File: config.mk
export PLATFORM = sky130hd
export DESIGN_NAME = hmfei_lfsr
export DESIGN_NICKNAME = d
export VERILOG_FILES = /design/src/sv/hmfei_pkg.sv /design/src/sv/hmfei_lfsr.sv
export SDC_FILE = /design/constraint.sdc
export NUM_CORES = 1
export LEC_CHECK = 0
export BUFFER_PORTS_ARGS = -buffer_cell sky130_fd_sc_hd__buf_2
export CAP_MARGIN = 20
export CORE_MARGIN = 8
export CORE_UTILIZATION = 30
export DETAILED_ROUTE_END_ITERATION = 10
export MAX_ROUTING_LAYER = met4
export SETUP_SLACK_MARGIN = 0.3
export SLEW_MARGIN = 40
export SYNTH_ARGS = -nofsm -noshare
export SYNTH_HDL_FRONTEND = slang
export SYNTH_SLANG_ARGS = --single-unit
File: constraint.sdc
create_clock -name clk -period 1.8 [get_ports clk]
set_clock_uncertainty 0.05 [all_clocks]
set_input_delay 0.18 -clock clk [delete_from_list [all_inputs] [get_ports clk]]
set_output_delay 0.18 -clock clk [all_outputs]
set_load 0.03 [all_outputs]
File: src/sv/hmfei_pkg.sv
// ----------------------------------------------------------------------------
// hmfei_pkg: shared types and constants of the Markov frame error injector
// Action and register codes, frame classification constants, microcode
// control word and the sequencer program.
// ----------------------------------------------------------------------------
`timescale 1ns / 1ps

package hmfei_pkg;

  typedef enum logic [1:0] {
    ACT_LOAD_TRANS,
    ACT_LOAD_ERR,
    ACT_FRAME,
    ACT_TIMER
  } action_t;

  typedef enum logic [1:0] {
    CFG_TIME_MODE,
    CFG_STATE_COUNT,
    CFG_INIT_STATE,
    CFG_SEED
  } cfg_reg_t;

  localparam logic [15:0] ETHER_IPV4      = 16'h0800;
  localparam logic [7:0]  PROTO_TCP       = 8'd6;
  localparam logic [7:0]  PROTO_UDP       = 8'd17;
  localparam logic [11:0] TCP_MIN_PAYLOAD = 12'd4;
  localparam logic [31:0] LFSR_MASK       = 32'h8020_0003;

  localparam logic       RST_TIME_MODE   = 1'b1;
  localparam logic [4:0] RST_STATE_COUNT = 5'd16;

  // microcode program addresses
  typedef logic [3:0] step_t;
  localparam step_t ST_IDLE   = 4'd0;
  localparam step_t ST_DISP   = 4'd1;
  localparam step_t ST_CLASS  = 4'd2;
  localparam step_t ST_DECIDE = 4'd3;
  localparam step_t ST_CHK    = 4'd4;
  localparam step_t ST_COL    = 4'd5;
  localparam step_t ST_DRN1   = 4'd6;
  localparam step_t ST_DRN2   = 4'd7;
  localparam step_t ST_COMMIT = 4'd8;
  localparam step_t ST_EMIT   = 4'd9;
  localparam step_t ST_LOAD   = 4'd10;

  typedef enum logic [1:0] {
    WAIT_NONE,
    WAIT_IN,
    WAIT_OUT
  } wait_t;

  typedef enum logic [2:0] {
    JMP_NONE,
    JMP_ALWAYS,
    JMP_LOAD,
    JMP_NO_DRAW,
    JMP_NO_MOVE,
    JMP_COL_MORE
  } cond_t;

  typedef struct packed {
    wait_t wait_on;
    cond_t cond;
    step_t target;
    logic  accept;
    logic  decide;
    logic  col_issue;
    logic  commit;
    logic  load;
    logic  emit;
  } ctl_t;

  typedef struct packed {
    logic in_valid;
    logic out_busy;
    logic is_load;
    logic no_draw;
    logic no_move;
    logic col_more;
  } stat_t;

  // control ROM: one word per program step
  function automatic ctl_t ucode(step_t s);
    ctl_t c;
    c = '0;
    unique case (s)
      ST_IDLE: begin
        c.accept  = 1'b1;
        c.wait_on = WAIT_IN;
      end
      ST_DISP: begin
        c.cond   = JMP_LOAD;
        c.target = ST_LOAD;
      end
      ST_CLASS: begin
        c.cond   = JMP_NO_DRAW;
        c.target = ST_CHK;
      end
      ST_DECIDE: begin
        c.decide = 1'b1;
      end
      ST_CHK: begin
        c.cond   = JMP_NO_MOVE;
        c.target = ST_EMIT;
      end
      ST_COL: begin
        c.col_issue = 1'b1;
        c.cond      = JMP_COL_MORE;
        c.target    = ST_COL;
      end
      ST_DRN1, ST_DRN2: begin
        c.cond = JMP_NONE;
      end
      ST_COMMIT: begin
        c.commit = 1'b1;
      end
      ST_EMIT: begin
        c.emit    = 1'b1;
        c.wait_on = WAIT_OUT;
        c.cond    = JMP_ALWAYS;
        c.target  = ST_IDLE;
      end
      ST_LOAD: begin
        c.load   = 1'b1;
        c.cond   = JMP_ALWAYS;
        c.target = ST_EMIT;
      end
      default: begin
        c.cond   = JMP_ALWAYS;
        c.target = ST_IDLE;
      end
    endcase
    return c;
  endfunction

endpackage

File: src/sv/hmfei_lfsr.sv
// ----------------------------------------------------------------------------
// hmfei_lfsr: uniform random source
// 32-bit Galois LFSR shifting right; a draw is the top bits after one step.
// ----------------------------------------------------------------------------
`timescale 1ns / 1ps

module hmfei_lfsr #(
  parameter int PROB_BITS = 16
) (
  input  logic                 clk,
  input  logic                 rst_n,
  input  logic                 load,
  input  logic [31:0]          seed,
  input  logic                 advance,
  output logic [PROB_BITS-1:0] draw
);

  logic [31:0] lfsr_r;
  logic [31:0] lfsr_nxt;

  always_comb begin
    lfsr_nxt = {1'b0, lfsr_r[31:1]};
    if (lfsr_r[0]) begin
      lfsr_nxt = lfsr_nxt ^ hmfei_pkg::LFSR_MASK;
    end
  end

  assign draw = lfsr_nxt[31 -: PROB_BITS];

  always_ff @(posedge clk) begin
    if (!rst_n) begin
      lfsr_r <= 32'd1;
    end else if (load) begin
      // an all-zero seed would lock up the register
      lfsr_r <= (seed == 32'd0) ? 32'd1 : seed;
    end else if (advance) begin
      lfsr_r <= lfsr_nxt;
    end
  end

`ifndef ASSERT_OFF
  a_lfsr_nonzero: assert property (@(posedge clk) disable iff (!rst_n)
    lfsr_r != 32'd0)
    else $error("LFSR reached the all-zero lock-up state");
`endif

endmodule

==> results.toml <==
[job]
max-cap-violations = 0

[logic_synthesis]
synth_cells = 204
ys_types = 19
synth_nets = 240
yosysWarnings = 0
ys_seq_area_share_pct = 38.67
netlist_area_sq_um = 1657
ys_ff_latch = 32
syn_area_per_cell_sq_um = 8.121

[status]
status = "finished, final reports clean"

[worst_setup_path]
crit_required_ps = 1570
crit_path_end_kind = "output port"
cp-start-kind = "flop"
crit_fanout = 5
r2r-end = "lfsr_r[21]$_SDFFE_PN0P_"
worst-r2r-cell-count = 4
worstReg2RegStart = "lfsr_r[0]$_SDFFE_PN1P_"
worstSetupPathType = "reg -> out"
r2r_slack_ps = 760
critical_path_arrival_ps = 1110

[timing]
drv_slew = 0
setup_tns_ps = 0
setup_violations = 0
fin_crit_sh_pct = 74.27
slew_headroom_pct = 69.77
fin_crit_ps = 1337
rsz0062_at_grt = "no"
worstMarginPinSlew_ps = 449.4
hold_viol = 0
max_freq_ghz = 0.7480

[final_layout]
diodes = 0
drive_gt1_share_pct = 27.31
largest_register = "lfsr_r"
num-nets-final = 274
final_core_util_pct = 36.44
largest_register_ffs = 32
final_cell_count_no_fill = 310
syn2layout_area_growth_pct = 18.88
reg_top3 = "lfsr_r: 32 flops"
fillers = 586

[global_route]
grt_max_degree = 38
grt_pass1_wl_microns = 6665
overflow = 0
grt_usage_pct = 10.19
grt_antenna_before_repair = 0
grt_pass1_vias = 1381

[clocking]
cts.sinks = 32
clk-insertion-delay-late_ps = 280
cts.reportedPaths.clkPinSlew_ps = 60
clockBufferDepth = 2
hold_buffers = 0
htree_levels = 2
tritoncts = "done"
cts_root_buf = "clkbuf_8"
cts_made_buffers = 5

[drt]
routed_wirelength_microns = 3968
ant_nets = 0
dr.pass1.iters = 4
route.detailed.drc = 0
vias_per_cell = 4.561
drt_iter0_drc = 107
routedWlPerCell_microns = 12.80
vias = 1414

[die]
io_pins = 52
std_cell_rows = 27
core_area_sq_um = 5405
floorplan.die_area_sq_um = 8156
die_h_microns = 90.31
initial_core_util_pct = 30.65
die_x_microns = 90.31

[power_and_ir_drop]
p_leak_nw = 0.9242
p_per_area_nw_per_um2 = 847.5
ir_drop_mv = 0.2962

[placement]
numPortBuffers = 51
placed_cells = 303
hpwl_microns = 3119
gp_congestion = 0.7789

[worst_hold_path]
hp-class = "in -> reg"
holdPathEnd = "lfsr_r[13]$_SDFFE_PN0P_"
hold_depth = 3
worstHoldStart = "seed[13]"
metrics by stage:
step	setup slack [ps]	area, sq um	hold slack [ps]	total power, mW
final	463.1	1969	96.70	1.669
after global routing	391.3	1969	102.6	1.755
after CTS	337.3	1968	89.29	1.697
after detailed placement	391.0	1872	382.9	1.105
after global placement	427.3	1872	372.0	1.102
after floorplan	737.0	1657	268.6	1.029
metal layers:
metal	up-vias	track usage, %	routed length, microns
met1	631	12.35	1862
met5	-	-	0
met3	9	2.993	217
li1	740	-	-
met2	34	14.85	1787
met4	0	5.548	100
worst max-delay path by stage:
stage / slack, ps / to / cells past startpoint / from
after floorplan: 740 / lfsr_r[10]$_SDFFE_PN0P_ / 6 / advance
after global placement: 430 / lfsr_r[0]$_SDFFE_PN1P_ / 5 / seed[0]
after detailed placement: 390 / lfsr_r[0]$_SDFFE_PN1P_ / 5 / seed[0]
after CTS: 340 / draw[5] / 2 / lfsr_r[0]$_SDFFE_PN1P_
after global routing: 390 / draw[5] / 2 / lfsr_r[0]$_SDFFE_PN1P_
final: 460 / draw[5] / 2 / lfsr_r[0]$_SDFFE_PN1P_
critical path: stages, from the launching register on:
cell and delay (ps):
dfxtp_2 400, xor2_1 200, buf_2 230
cell usage after synthesis:
| library cell | count | area share (%) |
|---|---|---|
| xor2_1 | 1 | 0.53 |
| nor4_1 | 8 | 3.0 |
| buf_1 | 3 | 0.68 |
| o2111ai_1 | 1 | 0.53 |
| inv_1 | 2 | 0.45 |
| buf_4 | 18 | 8.2 |
| buf_2 | 4 | 1.2 |
| xnor2_1 | 2 | 1.1 |
| o31a_1 | 1 | 0.53 |
| clkbuf_1 | 3 | 0.68 |
| nand4_1 | 2 | 0.76 |
| nand2_1 | 2 | 0.45 |
| a211oi_1 | 1 | 0.45 |
| dfxtp_1 | 32 | 39 |
| mux2i_1 | 30 | 18 |
| o21a_1 | 1 | 0.45 |
| a21oi_1 | 30 | 9.1 |
| buf_6 | 2 | 1.4 |
| nor2_1 | 61 | 14 |
kinds of logic (layout without fill, tap and decap cells):
kind of cell              after synthesis  in the layout  synth area share (%)
and+or+nand+nor                        73             73                 18.05
muxes                                  30             30                 18.13
xor gates and xnor gates                3              3                 1.586
buffers and inverters                  32             66                 12.54
DFF                                    32             32                 38.67
AOI/OAI and AO/OA                      34             34                 11.03
power breakdown:
group | total [mW] | internal, mW | switching, mW
sequential | 0.781 | 0.753 | 0.0284
combinational | 0.306 | 0.127 | 0.178
clock | 0.582 | 0.340 | 0.242
cell usage in the layout (no fill, tap or decap), drive strengths merged:
cell type	instances
xnor2	2
nand4	2
xor2	1
o31a	1
dfxtp	32
nor2	61
a21oi	30
buf	57
clkbuf	7
a211oi	1
o2111ai	1
inv	2
mux2i	30
nand2	2
o21a	1
nor4	8
final cells by class:
cell class / count / area (sq um) / area share, %
multi-input cells: 140 / 808.3 / 41.04
flip-flops and latches: 32 / 641.9 / 32.59
repair buffers: 57 / 325.3 / 16.52
clock buffers: 7 / 96.34 / 4.892
well taps: 72 / 90.09 / 4.574
inverters: 2 / 7.507 / 0.3812
what timing repair did:
| item | in CTS | in global routing |
|---|---|---|
| endpoints found under the setup margin | 0 | 1 |
| hold endpoints to repair | 0 | 0 |
| resized for setup | 0 | 1 |
| buffers inserted | 0 | 0 |
No activity file was read; power rests on OpenSTA's default activity.
