File: src/sv/hmfei_ram.sv
// ----------------------------------------------------------------------------
// hmfei_ram: generic single-write, single-read RAM
// One write port and one read port with registered read data.
// ----------------------------------------------------------------------------
`timescale 1ns / 1ps

module hmfei_ram #(
  parameter int WIDTH = 16,
  parameter int DEPTH = 16
) (
  input  logic                     clk,
  input  logic                     we,
  input  logic [$clog2(DEPTH)-1:0] waddr,
  input  logic [WIDTH-1:0]         wdata,
  input  logic [$clog2(DEPTH)-1:0] raddr,
  output logic [WIDTH-1:0]         rdata
);

  logic [WIDTH-1:0] mem [DEPTH];
  logic [WIDTH-1:0] rdata_r;

  always_ff @(posedge clk) begin
    if (we) begin
      mem[waddr] <= wdata;
    end
    rdata_r <= mem[raddr];
  end

  assign rdata = rdata_r;

endmodule

File: config.mk
export PLATFORM = sky130hd
export DESIGN_NAME = hmfei_ram
export DESIGN_NICKNAME = d
export VERILOG_FILES = /design/src/sv/hmfei_ram.sv
export SDC_FILE = /design/constraint.sdc
export NUM_CORES = 1
export LEC_CHECK = 0
export ABC_CLOCK_PERIOD_IN_PS = 2050
export BUFFER_PORTS_ARGS = -buffer_cell sky130_fd_sc_hd__buf_4
export CAP_MARGIN = 25
export CORE_MARGIN = 5
export CORE_UTILIZATION = 30
export CTS_CLUSTER_DIAMETER = 40
export DETAILED_ROUTE_END_ITERATION = 10
export PLACE_DENSITY = 0.56
export SLEW_MARGIN = 15
export SYNTH_ARGS = -nofsm -noshare
export SYNTH_HDL_FRONTEND = slang
export SYNTH_SLANG_ARGS = --single-unit
export TNS_END_PERCENT = 5
File: constraint.sdc
create_clock -name clk -period 2.05 [get_ports clk]
set_input_delay 0.1025 -clock clk [delete_from_list [all_inputs] [get_ports clk]]
set_output_delay 0.1025 -clock clk [all_outputs]
set_load 0.01 [all_outputs]
==> results of run 1 <==
[flip-flops by register name (all words and copies together), names as in the netlist]
register  count
mem         256
rdata        16
[final timing paths]
path | to | start | cells after the start | slack, ns
worst max register to register | rdata[4] | mem[8][4] | 3 | 0.75
worst min register to register | rdata[9] | mem[14][9] | 3 | 0.67
worst max-delay path | rdata[4] | mem[8][4] | 3 | 0.75
worst min-delay path | mem[0][8] | waddr[1] | 3 | 0.16
[placed cells by master, fill, tap and decap left out, drive strengths merged, types with 4 or more instances in the layout]
master         n
a22oi         32
buf           66
bufinv         4
clkbuf        39
clkinv        10
clkinvlp       5
dfxtp         16
dlygate4sd3   16
edfxtp       256
inv            4
mux4          64
nand2         17
nor2          13
nor3           4
[cell type report]
class                           count  area (um^2)
Fill cell                        3001        20810
Sequential cell                   272         8008
Multi-Input combinational cell    139         1962
Clock buffer                       39        933.4
Timing Repair Buffer               82        763.2
Tap cell                          448        560.5
Clock inverter                     23        242.7
[power by group through the flow]
stage | sequential, mW | combinational, mW | clock, mW
5_1_grt | 6.27 | 0.689 | 6.44
3_3_place_gp | 6.37 | 0.597 | 0
3_5_place_dp | 6.37 | 0.622 | 0
2_1_floorplan | 6.38 | 0.303 | 0
4_1_cts | 6.26 | 0.650 | 6.18
6_report | 6.26 | 0.633 | 6.04
[logic make-up after synthesis]
| kind of cell | after synthesis | share of synthesized area, % |
|---|---|---|
| AO/OA/AOI/OAI | 32 | 2.392 |
| multiplexers | 64 | 14.73 |
| AND/OR/NAND/NOR | 43 | 1.918 |
| flip-flops | 272 | 79.73 |
| buffers and inverters | 21 | 1.233 |
[per-stage QoR]
stage / area, um^2 / total power [mW] / utilization [%] / hold WS [ns] / std cells
after floorplan: 10050 / 6.682 / - / 0.2014 / 432
after global placement: 11110 / 6.965 / 33.37 / 0.3898 / 924
after detailed placement: 11130 / 6.996 / 33.45 / 0.4071 / 925
after CTS: 12470 / 13.09 / 37.47 / 0.1391 / 1003
after global routing: 12470 / 13.40 / 37.47 / 0.1423 / 1003
final: 12470 / 12.93 / 37.47 / 0.1616 / 1003
[layer usage]
layer | vias up | GRT usage (%) | part of all wire, %
met5 | - | 0 | 0
met2 | 139 | 18.93 | 48
met4 | 0 | 2.805 | 1.5
li1 | 2040 | - | -
met3 | 25 | 2.575 | 6.6
met1 | 2558 | 17.30 | 44
[worst register-to-register path, delay by kind of cell, from the launching register on]
| kind | cells | cell delay (ns) |
|---|---|---|
| compound gates | 1 | 0.20 |
| simple gates | 1 | 0.10 |
| flops | 1 | 0.37 |
| mux | 1 | 0.50 |
==> summary.txt, run 1 <==
status = completed
number of global-route vias before repair = 5,092
clk_skew = 0.009950 ns
Die ar. = 0.03724 mm^2
cell count after synthesis = 432
CTS Sinks = 272
final antenna-violating net count = 0
largest net degree at the start of global routing = 37
DRC = 0
WL per Instance = 21.69 um
Synth Cell Area = 0.01004 mm^2
gr ovfl total = 0
Min-Delay Path Class = in2reg
Routed Wire Length = 21,760 um
Max Cap Viol = 0
slowest cell delay on critical path = 0.50 ns
Slew Limit Fails = 0
CP max-delay cell = mux4_1
CP max FO = 1
fmax = 770.9 MHz
worst setup path class = reg2reg
Diodes inserted = 0
Pleak = 4.055 nW
1st-iter DRT viols = 298
synthesized net count = 458
initial antenna violation count = 0
Tightest Pin Transition = 0.5323 ns
Yosys reg bits = 272
pwr dens = 1037 mW/mm^2
layout cells sized above 1 = 34.41%
switching share of power = 20.12%
Hold Buf Count CTS = 16
first-pass GRT wire length = 32,640 um
clk root buf = clkbuf_16
Crit. End Element = flop
Die Y = 193.0 um
Synth Flop Type = edfxtp_1
Comb pwr share = 4.9%
register area share after synthesis = 79.73%
area growth from synthesis to layout = 24.16%
gpl congestion = 0.6852
clock share of power = 46.7%
TritonCTS clock tree = yes
core area = 0.03328 mm^2
cell family with most CP delay = multiplexers
Resized Gates After CTS = 0
DR vias = 4,762
Power Internal = 10.33 mW
crit share post-route = 63.28%
Yosys cell types = 19
num ports = 42
postcts setup bufs = 0
share of power burned in registers = 48.4%
Skew-Pair Late Insertion Delay = 0.50 ns
CP arrival = 1.67 ns
Die Wd = 193.0 um
number of buffers added on ports = 41
most frequent cell after synthesis = edfxtp_1
cell accounting for the most synthesized area = edfxtp_1
fin worst setup slack = 0.7528 ns
Vias/cell = 4.748
synth top area cells = edfxtp_1, mux4_2, dfxtp_1
Nets = 557
Max rail drop VDD = 0.0004907 V
Detailed Routing Iterations Pass 1 = 4
cells along the critical path = mux4_1, a22oi_1, nand2_1
final hold viol count = 0
CP Data Required Time = 2.42 ns
Starting Density = 30.18%
setup TNS = 0 ns
Post-synth top cells = edfxtp_1, mux4_2, a22oi_1, nand2_1, dfxtp_1
Psw = 2.601 mW
CTS clk-pin slew, worst paths = 0.06 ns
Tmin final = 1.297 ns
RSZ-0062 raised after global routing = no
async set-reset flop share out of synthesis = 0%
Synth Area per Inst = 23.25 um^2
maximum clock path buffer count = 3
area share of the largest cell type after synthesis = 76.54%
GRT Total Usage = 12.02%
startpoint types = flop
CP bufs+invs = 0
cts bufs inserted = 36
post-DP HPWL = 11,780 um
Post-Place Worst Slack = 0.4698 ns
CTS H-Tree Depth = 2
Rows = 67
number of synthesis warnings = 0
EDFF count, synth = 256
max_slew headroom = 64.52%
Setup Viol. Count Final = 0
Note: power is estimated with default switching activity, not from simulation.
==> run 2: changes to the inputs <==
--- a/config.mk
+++ b/config.mk
@@ -5,14 +5,14 @@
 export SDC_FILE = /design/constraint.sdc
 export NUM_CORES = 1
 export LEC_CHECK = 0
-export ABC_CLOCK_PERIOD_IN_PS = 2050
+export ABC_CLOCK_PERIOD_IN_PS = 1200
 export BUFFER_PORTS_ARGS = -buffer_cell sky130_fd_sc_hd__buf_4
 export CAP_MARGIN = 25
 export CORE_MARGIN = 5
 export CORE_UTILIZATION = 30
 export CTS_CLUSTER_DIAMETER = 40
 export DETAILED_ROUTE_END_ITERATION = 10
-export PLACE_DENSITY = 0.56
+export PLACE_DENSITY = 0.55
 export SLEW_MARGIN = 15
 export SYNTH_ARGS = -nofsm -noshare
 export SYNTH_HDL_FRONTEND = slang
==> constraint.sdc (replaced) <==
create_clock -name clk -period 1.2 [get_ports clk]
set_input_delay 0.06 -clock clk [delete_from_list [all_inputs] [get_ports clk]]
set_output_delay 0.06 -clock clk [all_outputs]
set_load 0.01 [all_outputs]
==> run 2 against run 1 <==
  * The run now ends with negative setup slack left
  * Count of clock-buffer cells in the layout is 4 lower
  * Design area is 3.9% higher
  * Clock skew is 0.0018 ns higher
  * Final cell count is 2.7% higher
  * Non-clock buffer count is 31 higher
  * Global-route usage is 0.068 points lower
  * First-iteration DRC count is 1.3% lower
  * Sequential share of layout area is 2.4 points lower
  * Flip-flop and latch count stayed put
  * Hold slack worse by 0.056 ns
  * Critical path type unchanged
  * Largest cell class unchanged
  * Highest routed layer unchanged
==> summary.txt, run 2 (same netlist as run 1, synthesis figures left out) <==
Detailed Routing Iterations Pass 1 = 4 (unchanged)
Max rail drop VDD = 0.001248 V (was 0.0004907 V)
Power Internal = 17.33 mW (was 10.33 mW)
Starting Density = 30.18% (unchanged)
GRT Total Usage = 11.95% (was 12.02%)
CTS H-Tree Depth = 1 (was 2)
clock share of power = 45.0% (was 46.7%)
RSZ-0062 raised after global routing = yes (was no)
startpoint types = flop (unchanged)
Inst Count DP = 954 (was 925)
Pleak = 4.206 nW (was 4.055 nW)
layout cells sized above 1 = 42.10% (was 34.41%)
non-filler instance count after layout = 1,030 (was 1,003)
reg-to-reg slack, setup = -0.07 ns (was 0.75 ns)
post-DP HPWL = 12,640 um (was 11,780 um)
cts bufs inserted = 31 (was 36)
initial antenna violation count = 0 (unchanged)
final antenna-violating net count = 0 (unchanged)
Nets = 583 (was 557)
gr ovfl total = 0 (unchanged)
Rows = 67 (unchanged)
cells along the critical path = mux4_2, a22oi_2, nand2_1 (was mux4_1, a22oi_1, nand2_1)
core area = 0.03328 mm^2 (unchanged)
Min-Delay Path Class = in2reg (unchanged)
placed inst area = 0.01162 mm^2 (was 0.01113 mm^2)
Comb pwr share = 5.8% (was 4.9%)
cell family with most CP delay = multiplexers (unchanged)
Die Y = 193.0 um (unchanged)
Routed Wire Length = 21,930 um (was 21,760 um)
switching share of power = 20.34% (was 20.12%)
worst hold stages = 5 (was 3)
most common cell after layout, fill and taps aside = edfxtp_1 (unchanged)
DR vias = 4,809 (was 4,762)
1st-iter DRT viols = 294 (was 298)
number of global-route vias before repair = 5,281 (was 5,092)
CP bufs+invs = 0 (unchanged)
fin worst setup slack = -0.06854 ns (was 0.7528 ns)
Hold Crit Start = raddr[3] (was waddr[1])
area of the multi-input gates = 0.002057 mm^2 (was 0.001962 mm^2)
maximum clock path buffer count = 3 (unchanged)
Tightest Pin Transition = 0.3588 ns (was 0.5323 ns)
Skew-Pair Late Insertion Delay = 0.55 ns (was 0.50 ns)
WL per Instance = 21.29 um (was 21.69 um)
worst setup path class = reg2reg (unchanged)
CP max FO = 1 (unchanged)
Crit. End Element = flop (unchanged)
Reg-to-Reg End = rdata[5] (was rdata[4])
Largest Register = mem (unchanged)
CTS clk-pin slew, worst paths = 0.06 ns (about the same)
final hold viol count = 0 (unchanged)
DRC = 0 (unchanged)
Die Wd = 193.0 um (unchanged)
slowest cell delay on critical path = 0.48 ns (was 0.50 ns)
TritonCTS clock tree = yes (unchanged)
CP max-delay cell = mux4_2 (was mux4_1)
Vias/cell = 4.669 (was 4.748)
crit path from = mem[10][5] (was mem[8][4])
Diodes inserted = 0 (unchanged)
first-pass GRT wire length = 32,890 um (was 32,640 um)
R2R Path Start = mem[10][5] (was mem[8][4])
total power = 21.75 mW (was 12.93 mW)
share of power burned in registers = 49.2% (was 48.4%)
fmax = 788.3 MHz (was 770.9 MHz)
Die ar. = 0.03724 mm^2 (unchanged)
crit path to = rdata[5] (was rdata[4])
clk_skew = 0.01177 ns (was 0.009950 ns)
failing checks = negative setup slack
area growth from synthesis to layout = 28.95% (was 24.16%)
most frequent cells in the layout = edfxtp_1, buf_4, mux4_2, clkbuf_16, buf_12 (was edfxtp_1, buf_4, mux4_2, clkbuf_16, a22oi_1)
clk root buf = clkbuf_16 (unchanged)
status = finished with violations (was completed)
largest net degree at the start of global routing = 31 (was 37)
Max Cap Viol = 0 (unchanged)
CP Data Required Time = 1.62 ns (was 2.42 ns)
FF/Latch Area = 0.008008 mm^2 (unchanged)
pwr dens = 1679 mW/mm^2 (was 1037 mW/mm^2)
CTS Sinks = 272 (unchanged)
crit share post-route = 105.7% (was 63.28%)
setup TNS = -0.2272 ns (was 0 ns)
Setup Viol. Count Final = 10 (was 0)
max_slew headroom = 76.08% (was 64.52%)
Psw = 4.424 mW (was 2.601 mW)
Hold Slack = 0.1058 ns (was 0.1616 ns)
fillers = 3,015 (was 3,001)
Slew Limit Fails = 0 (unchanged)
gpl congestion = 0.6941 (was 0.6852)
num ports = 42 (unchanged)
R2R depth = 3 (unchanged)
Tmin final = 1.269 ns (was 1.297 ns)
Levels on crit path = 3 (unchanged)
max FFs per register = 256 (unchanged)
CP arrival = 1.69 ns (was 1.67 ns)
number of buffers added on ports = 41 (unchanged)
Finished Cell Area = 0.01295 mm^2 (was 0.01247 mm^2)
[run 2: how the worst min path moves through the flow]
stage | end | slack [ns]
finish | rdata[0] | 0.11
global route | rdata[0] | 0.11
CTS | rdata[12] | 0.09
detailed placement | mem[12][14] | 0.36
global placement | mem[9][6] | 0.35
floorplan | mem[0][0] | 0.16
[run 2: per-layer routing]
layer	global-route usage (%)	routed length [um]
met2	19.02	10340
met3	1.873	1048
met4	2.914	474
met1	17.41	10070
met5	0	0
[run 2: worst min-delay path, delay by kind of cell]
| family | cells | cell delay, ns |
|---|---|---|
| buffers and inverters | 2 | 0.27 |
| AO/OA/AOI/OAI | 1 | 0.15 |
| AND/OR/NAND/NOR | 2 | 0.13 |
[run 2: area by class of cell]
type,count,share of cell area [%]
Tap cell,448,4.328
Multi-Input combinational cell,139,15.88
Clock inverter,23,2.348
Clock buffer,35,6.106
Sequential cell,272,61.83
Timing Repair Buffer,113,9.506
[run 2: power groups by stage]
stage	sequential (mW)	clock (mW)	combinational, mW
2_1_floorplan	10.9	0	0.527
3_3_place_gp	10.9	0	1.16
3_5_place_dp	10.9	0	1.19
4_1_cts	10.7	10.0	1.28
5_1_grt	10.7	10.4	1.36
6_report	10.7	9.80	1.26
[run 2: timing repair]
action                                  4_1_cts  5_1_grt
gates resized for setup                      21        8
endpoints found under the setup margin       16       82
pin swaps                                    14        9
hold endpoints to repair                    261        0
setup buffers                                 0        0
hold buffers                                 18        0
[run 2: stage by stage]
stage | setup WS (ns) | utilization, %
2_1_floorplan | -0.1937 | -
3_3_place_gp | -0.2951 | 34.93
3_5_place_dp | -0.3052 | 34.93
4_1_cts | -0.07601 | 38.84
5_1_grt | -0.1185 | 38.92
6_report | -0.06854 | 38.92
==> run 3: changes to the inputs <==
==> constraint.sdc (replaced) <==
create_clock -name clk -period 1.2 [get_ports clk]
set_input_delay 0.18 -clock clk [delete_from_list [all_inputs] [get_ports clk]]
set_output_delay 0.18 -clock clk [all_outputs]
set_load 0.01 [all_outputs]
==> run 3 against run 2 <==
  * The run still ends with negative setup slack left
  * Critical path depth unchanged
  * Largest cell class unchanged
  * Largest power group unchanged
  * Highest routed layer unchanged
  * Die area did not move
  * Clock power hardly changed
  * Final cell count decreased by 1.6%
  * Via count decreased by 2.6%
==> summary.txt, run 3 (same netlist as run 1, synthesis figures left out) <==
clk_skew = 0.01825 ns (was 0.01177 ns)
CTS Sinks = 272 (unchanged)
FF/Latch Area = 0.008014 mm^2 (was 0.008008 mm^2)
Routed Wire Length = 22,250 um (was 21,930 um)
CP max FO = 1 (unchanged)
Detailed Routing Iterations Pass 1 = 4 (unchanged)
clk root buf = clkbuf_16 (unchanged)
CP arrival = 1.61 ns (was 1.69 ns)
hold worst-path end = mem[10][1] (was rdata[0])
DRC = 0 (unchanged)
Die Wd = 193.0 um (unchanged)
cts bufs inserted = 34 (was 31)
worst hold stages = 1 (was 5)
Post-Place Worst Slack = -0.4221 ns (was -0.3052 ns)
fin worst setup slack = -0.03936 ns (was -0.06854 ns)
startpoint types = flop (unchanged)
fmax = 806.9 MHz (was 788.3 MHz)
Tmin final = 1.239 ns (was 1.269 ns)
Max Cap Viol = 0 (unchanged)
total power = 21.77 mW (was 21.75 mW)
Pleak = 4.139 nW (was 4.206 nW)
Rows = 67 (unchanged)
GRT Total Usage = 12.23% (was 11.95%)
Starting Density = 30.18% (unchanged)
Min-Delay Path Class = in2reg (unchanged)
core area = 0.03328 mm^2 (unchanged)
max FFs per register = 256 (unchanged)
Hold Crit Start = wdata[1] (was raddr[3])
crit path from = mem[9][11] (was mem[10][5])
Diodes inserted = 0 (unchanged)
area growth from synthesis to layout = 28.25% (was 28.95%)
WL per Instance = 21.94 um (was 21.29 um)
area of the multi-input gates = 0.002102 mm^2 (was 0.002057 mm^2)
most frequent cells in the layout = edfxtp_1, mux4_2, buf_4, clkbuf_16, buf_12 (was edfxtp_1, buf_4, mux4_2, clkbuf_16, buf_12)
Die Y = 193.0 um (unchanged)
maximum clock path buffer count = 3 (unchanged)
Vias/cell = 4.620 (was 4.669)
crit share post-route = 103.3% (was 105.7%)
fillers = 2,984 (was 3,015)
number of global-route vias before repair = 5,163 (was 5,281)
status = finished with violations (unchanged)
DR vias = 4,685 (was 4,809)
Die ar. = 0.03724 mm^2 (unchanged)
num ports = 42 (unchanged)
Slew Limit Fails = 0 (unchanged)
Nets = 568 (was 583)
initial antenna violation count = 0 (unchanged)
reg-to-reg slack, setup = -0.04 ns (was -0.07 ns)
gpl congestion = 0.7085 (was 0.6941)
R2R depth = 3 (unchanged)
Setup Viol. Count Final = 5 (was 10)
pwr dens = 1690 mW/mm^2 (was 1679 mW/mm^2)
Tightest Pin Transition = 0.3000 ns (was 0.3588 ns)
worst setup path class = reg2reg (unchanged)
1st-iter DRT viols = 365 (was 294)
Skew-Pair Late Insertion Delay = 0.50 ns (was 0.55 ns)
CTS H-Tree Depth = 2 (was 1)
CP Data Required Time = 1.57 ns (was 1.62 ns)
final hold viol count = 0 (unchanged)
postcts setup bufs = 0 (unchanged)
Max rail drop VDD = 0.0007951 V (was 0.001248 V)
gr ovfl total = 0 (unchanged)
TritonCTS clock tree = yes (unchanged)
placed inst area = 0.01152 mm^2 (was 0.01162 mm^2)
final antenna-violating net count = 0 (unchanged)
Reg-to-Reg End = rdata[11] (was rdata[5])
largest net degree at the start of global routing = 22 (was 31)
layout cells sized above 1 = 42.58% (was 42.10%)
first-pass GRT wire length = 33,190 um (was 32,890 um)
post-DP HPWL = 12,420 um (was 12,640 um)
Crit. End Element = flop (unchanged)
Finished Cell Area = 0.01288 mm^2 (was 0.01295 mm^2)
max_slew headroom = 79.94% (was 76.08%)
most common cell after layout, fill and taps aside = edfxtp_1 (unchanged)
CTS clk-pin slew, worst paths = 0.06 ns (about the same)
R2R Path Start = mem[9][11] (was mem[10][5])
Largest Register = mem (unchanged)
failing checks = negative setup slack (unchanged)
number of buffers added on ports = 41 (unchanged)
RSZ-0062 raised after global routing = yes (unchanged)
[run 3: cell types whose count changed in the layout (fill, tap and decap cells not counted), moves of 3 or more]
cell / previous run / this run
a22oi_2: 17 / 27
clkbuf_16: 31 / 35
clkinv_4: 4 / 0
dlygate4sd3_1: 18 / 15
clkinv_1: 4 / 1
dfxtp_1: 16 / 13
buf_4: 68 / 51
clkbuf_1: 4 / 9
a22oi_1: 15 / 5
bufinv_16: 6 / 3
[run 3: timing repair]
action                                  CTS  global route
resized for setup                        24            18
hold endpoints to repair                240             0
pin swaps                                21            12
hold buffers                             15             0
endpoints found under the setup margin   18            18
[run 3: metrics by stage]
| stage | hold slack (ns) | setup TNS [ns] | std cells | utilization [%] |
|---|---|---|---|---|
| 2_1_floorplan | 0.2789 | -39.09 | 432 | - |
| 3_3_place_gp | 0.4668 | -54.82 | 939 | 34.63 |
| 3_5_place_dp | 0.4804 | -58.79 | 939 | 34.63 |
| 4_1_cts | 0.003223 | -0.3171 | 1014 | 38.51 |
| 5_1_grt | 0.02099 | -0.8300 | 1014 | 38.70 |
| 6_report | 0.02145 | -0.08485 | 1014 | 38.70 |
[run 3: layer usage]
layer / global-route usage, % / up-vias / wire (um)
met4: 2.832 / 0 / 289
met5: 0 / - / 0
met3: 2.611 / 27 / 1710
met2: 19.07 / 148 / 10470
met1: 17.77 / 2453 / 9782
li1: - / 2057 / -
[run 3: worst max-delay path by stage]
stage | slack [ns] | cells after the start | to
6_report | -0.04 | 3 | rdata[11]
5_1_grt | -0.08 | 3 | rdata[10]
4_1_cts | -0.06 | 3 | rdata[11]
3_5_place_dp | -0.42 | 5 | rdata[11]
3_3_place_gp | -0.38 | 5 | rdata[11]
2_1_floorplan | -0.31 | 2 | mem[0][0]
[run 3: power breakdown]
part / leakage [nW] / internal (mW) / switching (mW)
Sequential: 2.45 / 10.6 / 0.0710
Combinational: 1.16 / 0.617 / 0.632
Clock: 0.530 / 6.11 / 3.72
Total: 4.14 / 17.4 / 4.42
[run 3: critical path, cell delays in order, from the launching register on]
cell	delay, ns
edfxtp_1	0.38
mux4_2	0.48
a22oi_2	0.17
nand2_1	0.09
[run 3: final cells by class]
class | count | area share [%]
Sequential cell | 272 | 62.21
Multi-Input combinational cell | 139 | 16.32
Timing Repair Buffer | 95 | 8.577
Clock buffer | 45 | 7.169
Tap cell | 448 | 4.352
Clock inverter | 15 | 1.370
