$ cat config.mk
export PLATFORM = sky130hd
export DESIGN_NAME = hmfei_seq
export DESIGN_NICKNAME = d
export VERILOG_FILES = /design/src/sv/hmfei_pkg.sv /design/src/sv/hmfei_seq.sv
export SDC_FILE = /design/constraint.sdc
export NUM_CORES = 1
export LEC_CHECK = 0
export ABC_AREA = 1
export BUFFER_PORTS_ARGS = -buffer_cell sky130_fd_sc_hd__buf_2
export CORE_ASPECT_RATIO = 0.8
export CORE_MARGIN = 2
export CORE_UTILIZATION = 35
export DETAILED_ROUTE_END_ITERATION = 8
export PLACE_DENSITY = 0.68
export SYNTH_ARGS = -nofsm -noshare
export SYNTH_HDL_FRONTEND = slang
export SYNTH_SLANG_ARGS = --single-unit
$ cat constraint.sdc
create_clock -name clk -period 2.5 [get_ports clk]
set_clock_uncertainty 0.15 [all_clocks]
set_input_delay 0.25 -clock clk [delete_from_list [all_inputs] [get_ports clk]]
set_output_delay 0.25 -clock clk [all_outputs]
set_load 0.1 [all_outputs]
$ cat src/sv/hmfei_pkg.sv
// ----------------------------------------------------------------------------
// hmfei_pkg: shared types and constants of the Markov frame error injector
// Action and register codes, frame classification constants, microcode
// control word and the sequencer program.
// ----------------------------------------------------------------------------
`timescale 1ns / 1ps

package hmfei_pkg;

  typedef enum logic [1:0] {
    ACT_LOAD_TRANS,
    ACT_LOAD_ERR,
    ACT_FRAME,
    ACT_TIMER
  } action_t;

  typedef enum logic [1:0] {
    CFG_TIME_MODE,
    CFG_STATE_COUNT,
    CFG_INIT_STATE,
    CFG_SEED
  } cfg_reg_t;

  localparam logic [15:0] ETHER_IPV4      = 16'h0800;
  localparam logic [7:0]  PROTO_TCP       = 8'd6;
  localparam logic [7:0]  PROTO_UDP       = 8'd17;
  localparam logic [11:0] TCP_MIN_PAYLOAD = 12'd4;
  localparam logic [31:0] LFSR_MASK       = 32'h8020_0003;

  localparam logic       RST_TIME_MODE   = 1'b1;
  localparam logic [4:0] RST_STATE_COUNT = 5'd16;

  // microcode program addresses
  typedef logic [3:0] step_t;
  localparam step_t ST_IDLE   = 4'd0;
  localparam step_t ST_DISP   = 4'd1;
  localparam step_t ST_CLASS  = 4'd2;
  localparam step_t ST_DECIDE = 4'd3;
  localparam step_t ST_CHK    = 4'd4;
  localparam step_t ST_COL    = 4'd5;
  localparam step_t ST_DRN1   = 4'd6;
  localparam step_t ST_DRN2   = 4'd7;
  localparam step_t ST_COMMIT = 4'd8;
  localparam step_t ST_EMIT   = 4'd9;
  localparam step_t ST_LOAD   = 4'd10;

  typedef enum logic [1:0] {
    WAIT_NONE,
    WAIT_IN,
    WAIT_OUT
  } wait_t;

  typedef enum logic [2:0] {
    JMP_NONE,
    JMP_ALWAYS,
    JMP_LOAD,
    JMP_NO_DRAW,
    JMP_NO_MOVE,
    JMP_COL_MORE
  } cond_t;

  typedef struct packed {
    wait_t wait_on;
    cond_t cond;
    step_t target;
    logic  accept;
    logic  decide;
    logic  col_issue;
    logic  commit;
    logic  load;
    logic  emit;
  } ctl_t;

  typedef struct packed {
    logic in_valid;
    logic out_busy;
    logic is_load;
    logic no_draw;
    logic no_move;
    logic col_more;
  } stat_t;

  // control ROM: one word per program step
  function automatic ctl_t ucode(step_t s);
    ctl_t c;
    c = '0;
    unique case (s)
      ST_IDLE: begin
        c.accept  = 1'b1;
        c.wait_on = WAIT_IN;
      end
      ST_DISP: begin
        c.cond   = JMP_LOAD;
        c.target = ST_LOAD;
      end
      ST_CLASS: begin
        c.cond   = JMP_NO_DRAW;
        c.target = ST_CHK;
      end
      ST_DECIDE: begin
        c.decide = 1'b1;
      end
      ST_CHK: begin
        c.cond   = JMP_NO_MOVE;
        c.target = ST_EMIT;
      end
      ST_COL: begin
        c.col_issue = 1'b1;
        c.cond      = JMP_COL_MORE;
        c.target    = ST_COL;
      end
      ST_DRN1, ST_DRN2: begin
        c.cond = JMP_NONE;
      end
      ST_COMMIT: begin
        c.commit = 1'b1;
      end
      ST_EMIT: begin
        c.emit    = 1'b1;
        c.wait_on = WAIT_OUT;
        c.cond    = JMP_ALWAYS;
        c.target  = ST_IDLE;
      end
      ST_LOAD: begin
        c.load   = 1'b1;
        c.cond   = JMP_ALWAYS;
        c.target = ST_EMIT;
      end
      default: begin
        c.cond   = JMP_ALWAYS;
        c.target = ST_IDLE;
      end
    endcase
    return c;
  endfunction

endpackage

$ cat src/sv/hmfei_seq.sv
// ----------------------------------------------------------------------------
// hmfei_seq: microcode sequencer
// Step counter over the control ROM with stalls and conditional jumps.
// ----------------------------------------------------------------------------
`timescale 1ns / 1ps

module hmfei_seq (
  input  logic              clk,
  input  logic              rst_n,
  input  hmfei_pkg::stat_t  stat,
  output hmfei_pkg::ctl_t   ctl
);

  hmfei_pkg::step_t step_r;
  hmfei_pkg::step_t step_nxt;
  logic             hold;
  logic             take;

  assign ctl = hmfei_pkg::ucode(step_r);

  always_comb begin
    unique case (ctl.wait_on)
      hmfei_pkg::WAIT_IN:  hold = !stat.in_valid;
      hmfei_pkg::WAIT_OUT: hold = stat.out_busy;
      default:             hold = 1'b0;
    endcase
  end

  always_comb begin
    unique case (ctl.cond)
      hmfei_pkg::JMP_ALWAYS:   take = 1'b1;
      hmfei_pkg::JMP_LOAD:     take = stat.is_load;
      hmfei_pkg::JMP_NO_DRAW:  take = stat.no_draw;
      hmfei_pkg::JMP_NO_MOVE:  take = stat.no_move;
      hmfei_pkg::JMP_COL_MORE: take = stat.col_more;
      default:                 take = 1'b0;
    endcase
  end

  always_comb begin
    priority if (hold) begin
      step_nxt = step_r;
    end else if (take) begin
      step_nxt = ctl.target;
    end else begin
      step_nxt = step_r + 4'd1;
    end
  end

  always_ff @(posedge clk) begin
    if (!rst_n) begin
      step_r <= hmfei_pkg::ST_IDLE;
    end else begin
      step_r <= step_nxt;
    end
  end

endmodule

==> results of run 1 <==
==> metrics by stage <==
step	setup WS, ps	cell area (sq um)	utilization (%)	cells
after global routing	93.3	802	47.9	147
after detailed placement	376	777	46.4	144
after CTS	120	800	47.7	147
after global placement	437	777	46.4	144
after floorplan	-183	666	-	103
final	244	802	47.9	147
==> cell type report <==
| class | instances | area share [%] |
|---|---|---|
| multi-input cells | 70 | 57.3 |
| repair buffers | 22 | 14.0 |
| inverters | 26 | 12.2 |
| flip-flops and latches | 4 | 10.3 |
| well taps | 22 | 3.43 |
| clock buffers | 3 | 2.81 |
==> layout by cell type (no fill, tap or decap) <==
cell / netlist / layout
dfxtp_1: 4 / 2
o21ai_0: 5 / 5
clkbuf_4: 0 / 4
o21bai_4: 1 / 1
nor2_2: 2 / 3
ha_4: 0 / 1
inv_2: 2 / 5
inv_1: 24 / 21
nand2_1: 23 / 23
nand3_4: 1 / 1
o21ai_1: 1 / 1
nand2_2: 4 / 4
o211ai_1: 2 / 2
ha_1: 6 / 5
dfxtp_2: 0 / 2
o21ai_2: 2 / 2
nand3_2: 1 / 1
nor2_1: 6 / 4
nand2_4: 3 / 3
nor2_4: 0 / 1
xor2_1: 2 / 2
nand3_1: 11 / 11
buf_2: 0 / 21
==> final timing paths <==
check / startpoint / slack (ps) / cells after the start / endpoint
setup reg to reg: step_r[0]$_SDFFE_PN0N_ / 440 / 12 / step_r[2]$_SDFFE_PN0N_
setup / recovery: step_r[0]$_SDFFE_PN0N_ / 240 / 6 / ctl[10]
hold / removal: rst_n / 210 / 5 / step_r[0]$_SDFFE_PN0N_
hold reg to reg: step_r[1]$_SDFFE_PN0N_ / 470 / 4 / step_r[1]$_SDFFE_PN0N_
==> critical path, cell delays in order, from the launching register on <==
cell,delay (ps)
dfxtp_2,370
inv_1,90
ha_1,270
o21ai_2,290
nand2_4,90
o21bai_4,170
clkbuf_4,350
==> kinds of logic (layout without fill, tap and decap cells) <==
logic type,count (synthesis),after routing,synth area share (%)
and+or+nand+nor,51,51,41.0
buffers and inverters,29,51,19.3
AOI/OAI and AO/OA,11,11,12.7
adders and majority gates,6,6,11.7
DFF,4,4,12.5
xor gates and xnor gates,2,2,2.73
==> routing by layer <==
layer	wire length [microns]	up-vias	GRT usage, %
li1	-	355	-
met1	659	279	16.9
met2	662	18	22.8
met3	92	0	3.93
met4	0	0	3.16
met5	0	-	0
==> results by group, run 1 <==
Drt
  – First-pass iteration count of the detailed router: 4
  – Via count of the routed design: 652
  – Routed WL: approximately 1400 microns
  – DR DRC count: 0
  – Wirelength per Cell: 9.62 microns
  – Initial drt markers: 13
  – Via/cell ratio: ~4.4
  – Final antenna-violating net count: 0

Clocking
  – CTS H-Tree Depth: 1
  – Worst-Skew Late Latency: 230 ps
  – Max clock buf depth: 2
  – Total CTS buffers: 3
  – CTS tree: built
  – Post-CTS sizing: 0
  – Cts hold-fix bufs: 0
  – Clock sink count: 4
  – Root buf cell: clkbuf_4
  – Post-CTS setup buffers: 0
  – CTS clock-pin slew for the worst setup and hold paths: 30 ps

STA
  – Fmax: between 400 and 500 MHz
  – Setup TNS: 0 ps
  – Minimum clock period: 2260 ps
  – Slew HR: 67.4%
  – Crit share post-route: about 90%
  – Fin. Hold Viols: 0
  – Worst-Margin Slew: 492 ps
  – Final setup violating endpoints: 0
  – RSZ-0062 raised after global routing: false
  – Fin Hold WS: 210 ps
  – Slew Limit Fails: 0

Logic synthesis
  – Sequential area share after synthesis: approximately 13%
  – Most common cell in the netlist: inv_1
  – Cell taking the most area after synthesis: inv_1
  – Mapped Nets: 117
  – Yosys top cell area share: 14.1%
  – Fraction of registers with async set/reset: 0%
  – Largest cells by area after synthesis: inv_1, nand2_1, dfxtp_1
  – Warnings from Yosys: 0
  – Ys flop type: dfxtp_1
  – EDFF count, synth: 0
  – Post-Syn Area: 641 sq um
  – Mapped Cells: 103
  – Synth Register Bits: 4
  – Commonest cells post-synth: inv_1, nand2_1, nand3_1
  – Syn Area/Cell: 6.22 sq um
  – Distinct cells, synth: 20

Global route
  – Vias in the first global route: 572
  – First-pass GRT wire length: 2330 microns
  – Tot GR Track Use: 13.6%
  – GRT overflow: 0
  – Initial antenna violation count: 0
  – Largest net degree at the start of global routing: 9

Finish
  – Fill cells: ~170
  – Layout cells sized above 1: 39.2%
  – Largest Register: step_r
  – Antenna Cells: 0
  – Sequential cell area: between 80 and 90 sq um
  – Final net count: 141
  – Largest regs: step_r x4
  – Multi-input gate area: roughly 460 sq um
  – Max FFs per register: 4
  – Area grow syn2layout: 25.2%

Floorplan
  – Initial core utilization: 38.2%
  – Chip height: approximately 42 microns
  – Die width: 51.8 microns
  – I/O Pins: 23
  – Die ar.: around 2200 sq um
  – Core box area: 1680 sq um
  – Num rows: 13

Setup path
  – Crit path max fanout: 5
  – Kind of critical path: reg2out
  – CP endpoint kind: primary output
  – CP Launch Type: flop
  – Req. time, crit path: 2100 ps
  – Worst EP arrival: 1860 ps

Placement
  – GP Congestion: about 0.80
  – Placed wire-length estimate: ~1300 microns
  – Port buffer count: 22

Hold path
  – Hold Crit Class: in2reg

Outcome
  – Status: complete, no violations

Run
  – Max-cap violations: 0
Power of run 1 is not shown: default switching activity piles up to over one toggle a cycle in this logic, so the estimate is an artifact.
==> run 2, diff against run 1 <==
==> constraint.sdc (replaced) <==
create_clock -name clk -period 2.2 [get_ports clk]
set_clock_uncertainty 0.15 [all_clocks]
set_input_delay 0.22 -clock clk [delete_from_list [all_inputs] [get_ports clk]]
set_output_delay 0.22 -clock clk [all_outputs]
set_load 0.1 [all_outputs]
==> run 2 against run 1 <==
  * Hold slack got worse by 37 ps
  * Core utilization rose by 2.2 points
  * Via count rose by 4.4%
  * Sequential cell count did not move
  * Count of clock-buffer cells in the layout did not move
  * Wire length rose by 11%
  * Sequential share of layout area fell by 0.46 points
  * Critical path depth did not move
  * Die area did not move
  * Register-to-register slack got worse by 260 ps
  * Largest cell class unchanged
==> results by group, run 2 (synthesis results as in run 1) <==
Outcome
  – Status: complete, no violations (unchanged)

Drt
  – Wirelength per Cell: 10.6 microns (was 9.62 microns)
  – First-pass iteration count of the detailed router: 4 (unchanged)
  – Via count of the routed design: 681 (was 652)
  – DR DRC count: 0 (unchanged)
  – Via/cell ratio: 4.60 (was 4.44)
  – Routed WL: 1570 microns (was 1410 microns)
  – Final antenna-violating net count: 0 (unchanged)
  – Initial drt markers: 13 (unchanged)

Hold path
  – Worst Hold Depth: 5 (unchanged)
  – Hold Crit Start: rst_n (unchanged)
  – Hold Crit Class: in2reg (unchanged)
  – Worst Hold Endpoint: step_r[3]$_SDFFE_PN0N_ (was step_r[0]$_SDFFE_PN0N_)

Global route
  – First-pass GRT wire length: 2580 microns (was 2330 microns)
  – Largest net degree at the start of global routing: 9 (unchanged)
  – Initial antenna violation count: 0 (unchanged)
  – GRT overflow: 0 (unchanged)
  – Vias in the first global route: 603 (was 572)
  – Tot GR Track Use: 15.2% (was 13.6%)

Setup path
  – CP Launch Type: flop (unchanged)
  – Crit path max fanout: 5 (unchanged)
  – Worst R2R Start: step_r[0]$_SDFFE_PN0N_ (unchanged)
  – Worst path depth: 6 (unchanged)
  – R2R setup slack: 180 ps (was 440 ps)
  – Crit-path slowest cell: dfxtp_2 (unchanged)
  – Slowest stage delay, CP: 370 ps (about the same)
  – Kind of critical path: reg2out (unchanged)
  – Worst EP arrival: 1710 ps (was 1860 ps)
  – Req. time, crit path: 1830 ps (was 2100 ps)
  – Crit path max-delay family: compound AO/OA/AOI/OAI gates (unchanged)
  – Cells along the critical path: inv_1, ha_1, o21ai_4, nand2_4, o21bai_4, buf_12 (was inv_1, ha_1, o21ai_2, nand2_4, o21bai_4, clkbuf_4)
  – Bufs and invs on worst path: 2 (unchanged)
  – Reg2reg end: step_r[0]$_SDFFE_PN0N_ (was step_r[2]$_SDFFE_PN0N_)
  – CP endpoint kind: primary output (unchanged)
  – Reg2Reg Depth: 12 (unchanged)

Placement
  – Post-Place Worst Slack: 196 ps (was 376 ps)
  – GP Congestion: 0.866 (was 0.796)
  – Port buffer count: 22 (unchanged)
  – Placed wire-length estimate: 1280 microns (was 1260 microns)
  – Placed Area: 800 sq um (was 777 sq um)
  – Placed cells: 145 (was 144)

Floorplan
  – Core box area: 1680 sq um (unchanged)
  – Die ar.: 2190 sq um (unchanged)
  – I/O Pins: 23 (unchanged)
  – Initial core utilization: 38.2% (unchanged)
  – Die width: 51.8 microns (unchanged)
  – Num rows: 13 (unchanged)
  – Chip height: 42.3 microns (unchanged)

Finish
  – Most common cell after layout, fill and taps aside: nand2_1 (unchanged)
  – Final net count: 142 (was 141)
  – Largest regs: step_r x4 (unchanged)
  – Most frequent cells in the layout: nand2_1, inv_1, buf_2 (unchanged)
  – Non-Filler Instances: 148 (was 147)
  – Layout cells sized above 1: 41.3% (was 39.2%)
  – Antenna Cells: 0 (unchanged)
  – Largest Register: step_r (unchanged)
  – Post-route cell area: 840 sq um (was 802 sq um)
  – Max FFs per register: 4 (unchanged)
  – Area grow syn2layout: 31.1% (was 25.2%)

Clocking
  – Cts hold-fix bufs: 0 (unchanged)
  – Max clock buf depth: 2 (unchanged)
  – Root buf cell: clkbuf_4 (unchanged)
  – Clock sink count: 4 (unchanged)
  – CTS tree: built (unchanged)
  – Total CTS buffers: 3 (unchanged)
  – CTS clock-pin slew for the worst setup and hold paths: 40 ps (was 30 ps)
  – CTS H-Tree Depth: 1 (unchanged)
  – Worst-Skew Late Latency: 230 ps (about the same)

STA
  – Fin. Hold Viols: 0 (unchanged)
  – Final WS setup: 124 ps (was 244 ps)
  – Minimum clock period: 2080 ps
  – Crit share post-route: 94.4%
  – Slew HR: 67.8% (was 67.4%)
  – Final setup violating endpoints: 0 (unchanged)
  – Slew Limit Fails: 0 (unchanged)
  – Fmax: 482 MHz
  – Worst-Margin Slew: 487 ps (was 492 ps)

Run
  – Max-cap violations: 0 (unchanged)
-- run 2: cell count changes in the layout (fill, tap and decap cells not counted) --
cell,change
nand2_2,+1
ha_1,-1
o21ai_0,-1
o21ai_4,+1
o21ai_2,-1
nand2_1,-1
ha_2,+1
buf_12,+1
buf_4,+2
buf_2,-2
o21ai_1,+1
-- run 2: worst max-delay path by stage --
stage                                 from                      to  slack [ps]
floorplan           step_r[2]$_SDFFE_PN0N_  step_r[3]$_SDFFE_PN0N_        -480
global placement    step_r[0]$_SDFFE_PN0N_  step_r[1]$_SDFFE_PN0N_         270
detailed placement  step_r[0]$_SDFFE_PN0N_  step_r[0]$_SDFFE_PN0N_         200
CTS                 step_r[0]$_SDFFE_PN0N_                 ctl[10]          60
global route        step_r[0]$_SDFFE_PN0N_  step_r[3]$_SDFFE_PN0N_          -7
finish              step_r[0]$_SDFFE_PN0N_                 ctl[10]         120
-- run 2: worst min-delay path, delay by kind of cell --
kind / cells / cell delay (ps)
AO/OA/AOI/OAI: 1 / 70
AND/OR/NAND/NOR: 1 / 40
buffers and inverters: 3 / 200
-- run 2: stage by stage --
stage	TNS, ps	util [%]	hold slack (ps)
2_1_floorplan	-2600	-	272
3_3_place_gp	0	47.7	411
3_5_place_dp	0	47.7	420
4_1_cts	0	49.1	190
5_1_grt	-10.1	50.1	199
6_report	0	50.1	173
-- run 2: metal layers --
layer / routed length [microns] / GRT usage, % / share of wire [%] / vias up
li1: - / - / - / 355
met1: 727 / 19.9 / 46 / 299
met2: 752 / 25.1 / 48 / 25
met3: 78 / 3.57 / 5.0 / 2
met4: 9 / 3.16 / 0.57 / 0
met5: 0 / 0 / 0 / -
-- run 2: cell type report --
type	instances	area [sq um]
clock buffers	3	22.5
fillers	182	836
inverters	26	97.6
multi-input cells	70	472
flip-flops and latches	4	82.6
well taps	22	27.5
repair buffers	23	138
-- run 2: what timing repair did --
action	CTS	global route
setup endpoints to repair	0	5
setup buffers	0	0
resized for setup	0	7
Power of run 2 is left out for the same reason.
==> run 3, diff against run 2 <==
--- a/config.mk
+++ b/config.mk
@@ -7,11 +7,13 @@
 export LEC_CHECK = 0
 export ABC_AREA = 1
 export BUFFER_PORTS_ARGS = -buffer_cell sky130_fd_sc_hd__buf_2
+export CELL_PAD_IN_SITES_DETAIL_PLACEMENT = 0
+export CELL_PAD_IN_SITES_GLOBAL_PLACEMENT = 1
 export CORE_ASPECT_RATIO = 0.8
 export CORE_MARGIN = 2
-export CORE_UTILIZATION = 35
+export CORE_UTILIZATION = 32
 export DETAILED_ROUTE_END_ITERATION = 8
-export PLACE_DENSITY = 0.68
+export PLACE_DENSITY = 0.85
 export SYNTH_ARGS = -nofsm -noshare
 export SYNTH_HDL_FRONTEND = slang
 export SYNTH_SLANG_ARGS = --single-unit
==> run 3 against run 2 <==
  * Wire length down 9.5%
  * Sequential cell count is the same
  * Die area grew 8.6%
  * Core utilization fell by 6.4 points
  * Global-route usage shrank 3.1 points
  * Register-to-register slack barely moved
  * Hold slack better by 11 ps
  * Via count down 5.0%
  * First-iteration DRC count increased by 7.7%
  * Cell count increased by 1.4%
  * Non-clock buffer count unchanged
  * Highest routed layer is now met3
==> results by group, run 3 (synthesis results as in run 1) <==
Finish
  – Final net count: 142 (unchanged)
  – Max FFs per register: 4 (unchanged)
  – Post-route cell area: 827 sq um (was 840 sq um)
  – Fill cells: 208 (was 182)
  – Non-Filler Instances: 150 (was 148)
  – Area grow syn2layout: 29.1% (was 31.1%)
  – Largest Register: step_r (unchanged)
  – Layout cells sized above 1: 39.7% (was 41.3%)
  – Most frequent cells in the layout: nand2_1, inv_1, buf_2 (unchanged)
  – Most common cell after layout, fill and taps aside: nand2_1 (unchanged)
  – Final design utilization: 43.7% (was 50.1%)
  – Largest regs: step_r x4 (unchanged)
  – Antenna Cells: 0 (unchanged)

Drt
  – Wirelength per Cell: 9.46 microns (was 10.6 microns)
  – First-pass iteration count of the detailed router: 4 (unchanged)
  – DR DRC count: 0 (unchanged)
  – Final antenna-violating net count: 0 (unchanged)
  – Initial drt markers: 14 (was 13)
  – Routed WL: 1420 microns (was 1570 microns)
  – Wire length on met3: 71 microns (was 78 microns)
  – M1 WL: 669 microns (was 727 microns)
  – WL met2: 677 microns (was 752 microns)
  – Uppermost layer routed: met3 (was met4)
  – Via/cell ratio: 4.31 (was 4.60)
  – Via count of the routed design: 647 (was 681)

STA
  – Crit share post-route: 95.7% (was 94.4%)
  – Worst-Margin Slew: 487 ps (about the same)
  – Fmax: 475 MHz (was 482 MHz)
  – Slew Limit Fails: 0 (unchanged)
  – Minimum clock period: 2110 ps (was 2080 ps)
  – Slew HR: 67.8% (about the same)
  – RSZ-0062 raised after global routing: false
  – Fin. Hold Viols: 0 (unchanged)
  – Final setup violating endpoints: 0 (unchanged)

Setup path
  – CP Launch Type: flop (unchanged)
  – Kind of critical path: reg2out (unchanged)
  – Reg2reg end: step_r[0]$_SDFFE_PN0N_ (unchanged)
  – Worst R2R Start: step_r[0]$_SDFFE_PN0N_ (unchanged)
  – Worst EP arrival: 1740 ps (was 1710 ps)
  – Reg2Reg Depth: 12 (unchanged)
  – Req. time, crit path: 1830 ps (about the same)
  – R2R setup slack: 180 ps (about the same)
  – Crit path max fanout: 5 (unchanged)
  – CP endpoint kind: primary output (unchanged)

Global route
  – Initial antenna violation count: 0 (unchanged)
  – Tot GR Track Use: 12.1% (was 15.2%)
  – First-pass GRT wire length: 2200 microns (was 2580 microns)
  – Largest net degree at the start of global routing: 9 (unchanged)
  – GRT overflow: 0 (unchanged)
  – Vias in the first global route: 558 (was 603)

Clocking
  – Post-CTS setup buffers: 0 (unchanged)
  – CTS clock-pin slew for the worst setup and hold paths: 30 ps (was 40 ps)
  – Worst-Skew Late Latency: 230 ps (about the same)
  – CTS H-Tree Depth: 1 (unchanged)
  – Cts hold-fix bufs: 0 (unchanged)
  – Root buf cell: clkbuf_4 (unchanged)
  – Clock sink count: 4 (unchanged)
  – Total CTS buffers: 3 (unchanged)
  – Post-CTS sizing: 0 (unchanged)
  – CTS tree: built (unchanged)
  – Max clock buf depth: 2 (unchanged)

Floorplan
  – Core box area: 1890 sq um (was 1680 sq um)
  – Die width: 54.0 microns (was 51.8 microns)
  – Initial core utilization: 33.9% (was 38.2%)
  – Num rows: 14 (was 13)
  – I/O Pins: 23 (unchanged)
  – Die ar.: 2380 sq um (was 2190 sq um)
  – Chip height: 44.0 microns (was 42.3 microns)

Hold path
  – Worst Hold Depth: 5 (unchanged)
  – Hold Crit Start: rst_n (unchanged)
  – Hold Crit Class: in2reg (unchanged)
  – Worst Hold Endpoint: step_r[1]$_SDFFE_PN0N_ (was step_r[3]$_SDFFE_PN0N_)

Run
  – Max-cap violations: 0 (unchanged)

Placement
  – Port buffer count: 22 (unchanged)
  – GP Congestion: 0.824 (was 0.866)
  – Placed Area: 802 sq um (was 800 sq um)
  – Placed cells: 147 (was 145)
  – Placed wire-length estimate: 1230 microns (was 1280 microns)

Outcome
  – Status: complete, no violations (unchanged)
run 3: layout make-up:
type | count | area, sq um | area share (%)
Clock buffer | 3 | 22.5 | 2.72
Inverter | 26 | 97.6 | 11.8
Multi-Input combinational cell | 70 | 459 | 55.5
Sequential cell | 4 | 82.6 | 9.98
Tap cell | 24 | 30.0 | 3.63
Timing Repair Buffer | 23 | 135 | 16.3
run 3: how the worst max path moves through the flow:
stage                                         to              startpoint  slack, ps
after global placement    step_r[2]$_SDFFE_PN0N_  step_r[0]$_SDFFE_PN0N_        260
final                                    ctl[10]  step_r[0]$_SDFFE_PN0N_         90
after detailed placement  step_r[0]$_SDFFE_PN0N_  step_r[0]$_SDFFE_PN0N_        170
after global routing                     ctl[10]  step_r[0]$_SDFFE_PN0N_          8
after floorplan           step_r[3]$_SDFFE_PN0N_  step_r[2]$_SDFFE_PN0N_       -480
after CTS                                 ctl[9]  step_r[0]$_SDFFE_PN0N_         60
run 3: layer usage:
layer  track usage, %  up-vias
met3             3.04        0
met2             22.2       16
met5                0        -
li1                 -      355
met4                0        0
met1             15.2      276
run 3: critical path, cell delays in order, from the launching register on:
cell	delay, ps
dfxtp_2	370
inv_1	80
ha_1	270
o21ai_2	280
nand2_4	90
o21bai_4	210
buf_12	200
run 3: stage by stage:
step,setup TNS (ps),setup WS [ps],hold slack [ps]
2_1_floorplan,-2600,-483,272
3_3_place_gp,0,260,414
3_5_place_dp,0,172,415
4_1_cts,0,61.1,173
5_1_grt,0,7.55,217
6_report,0,93.7,184
Power of run 3 is left out for the same reason.
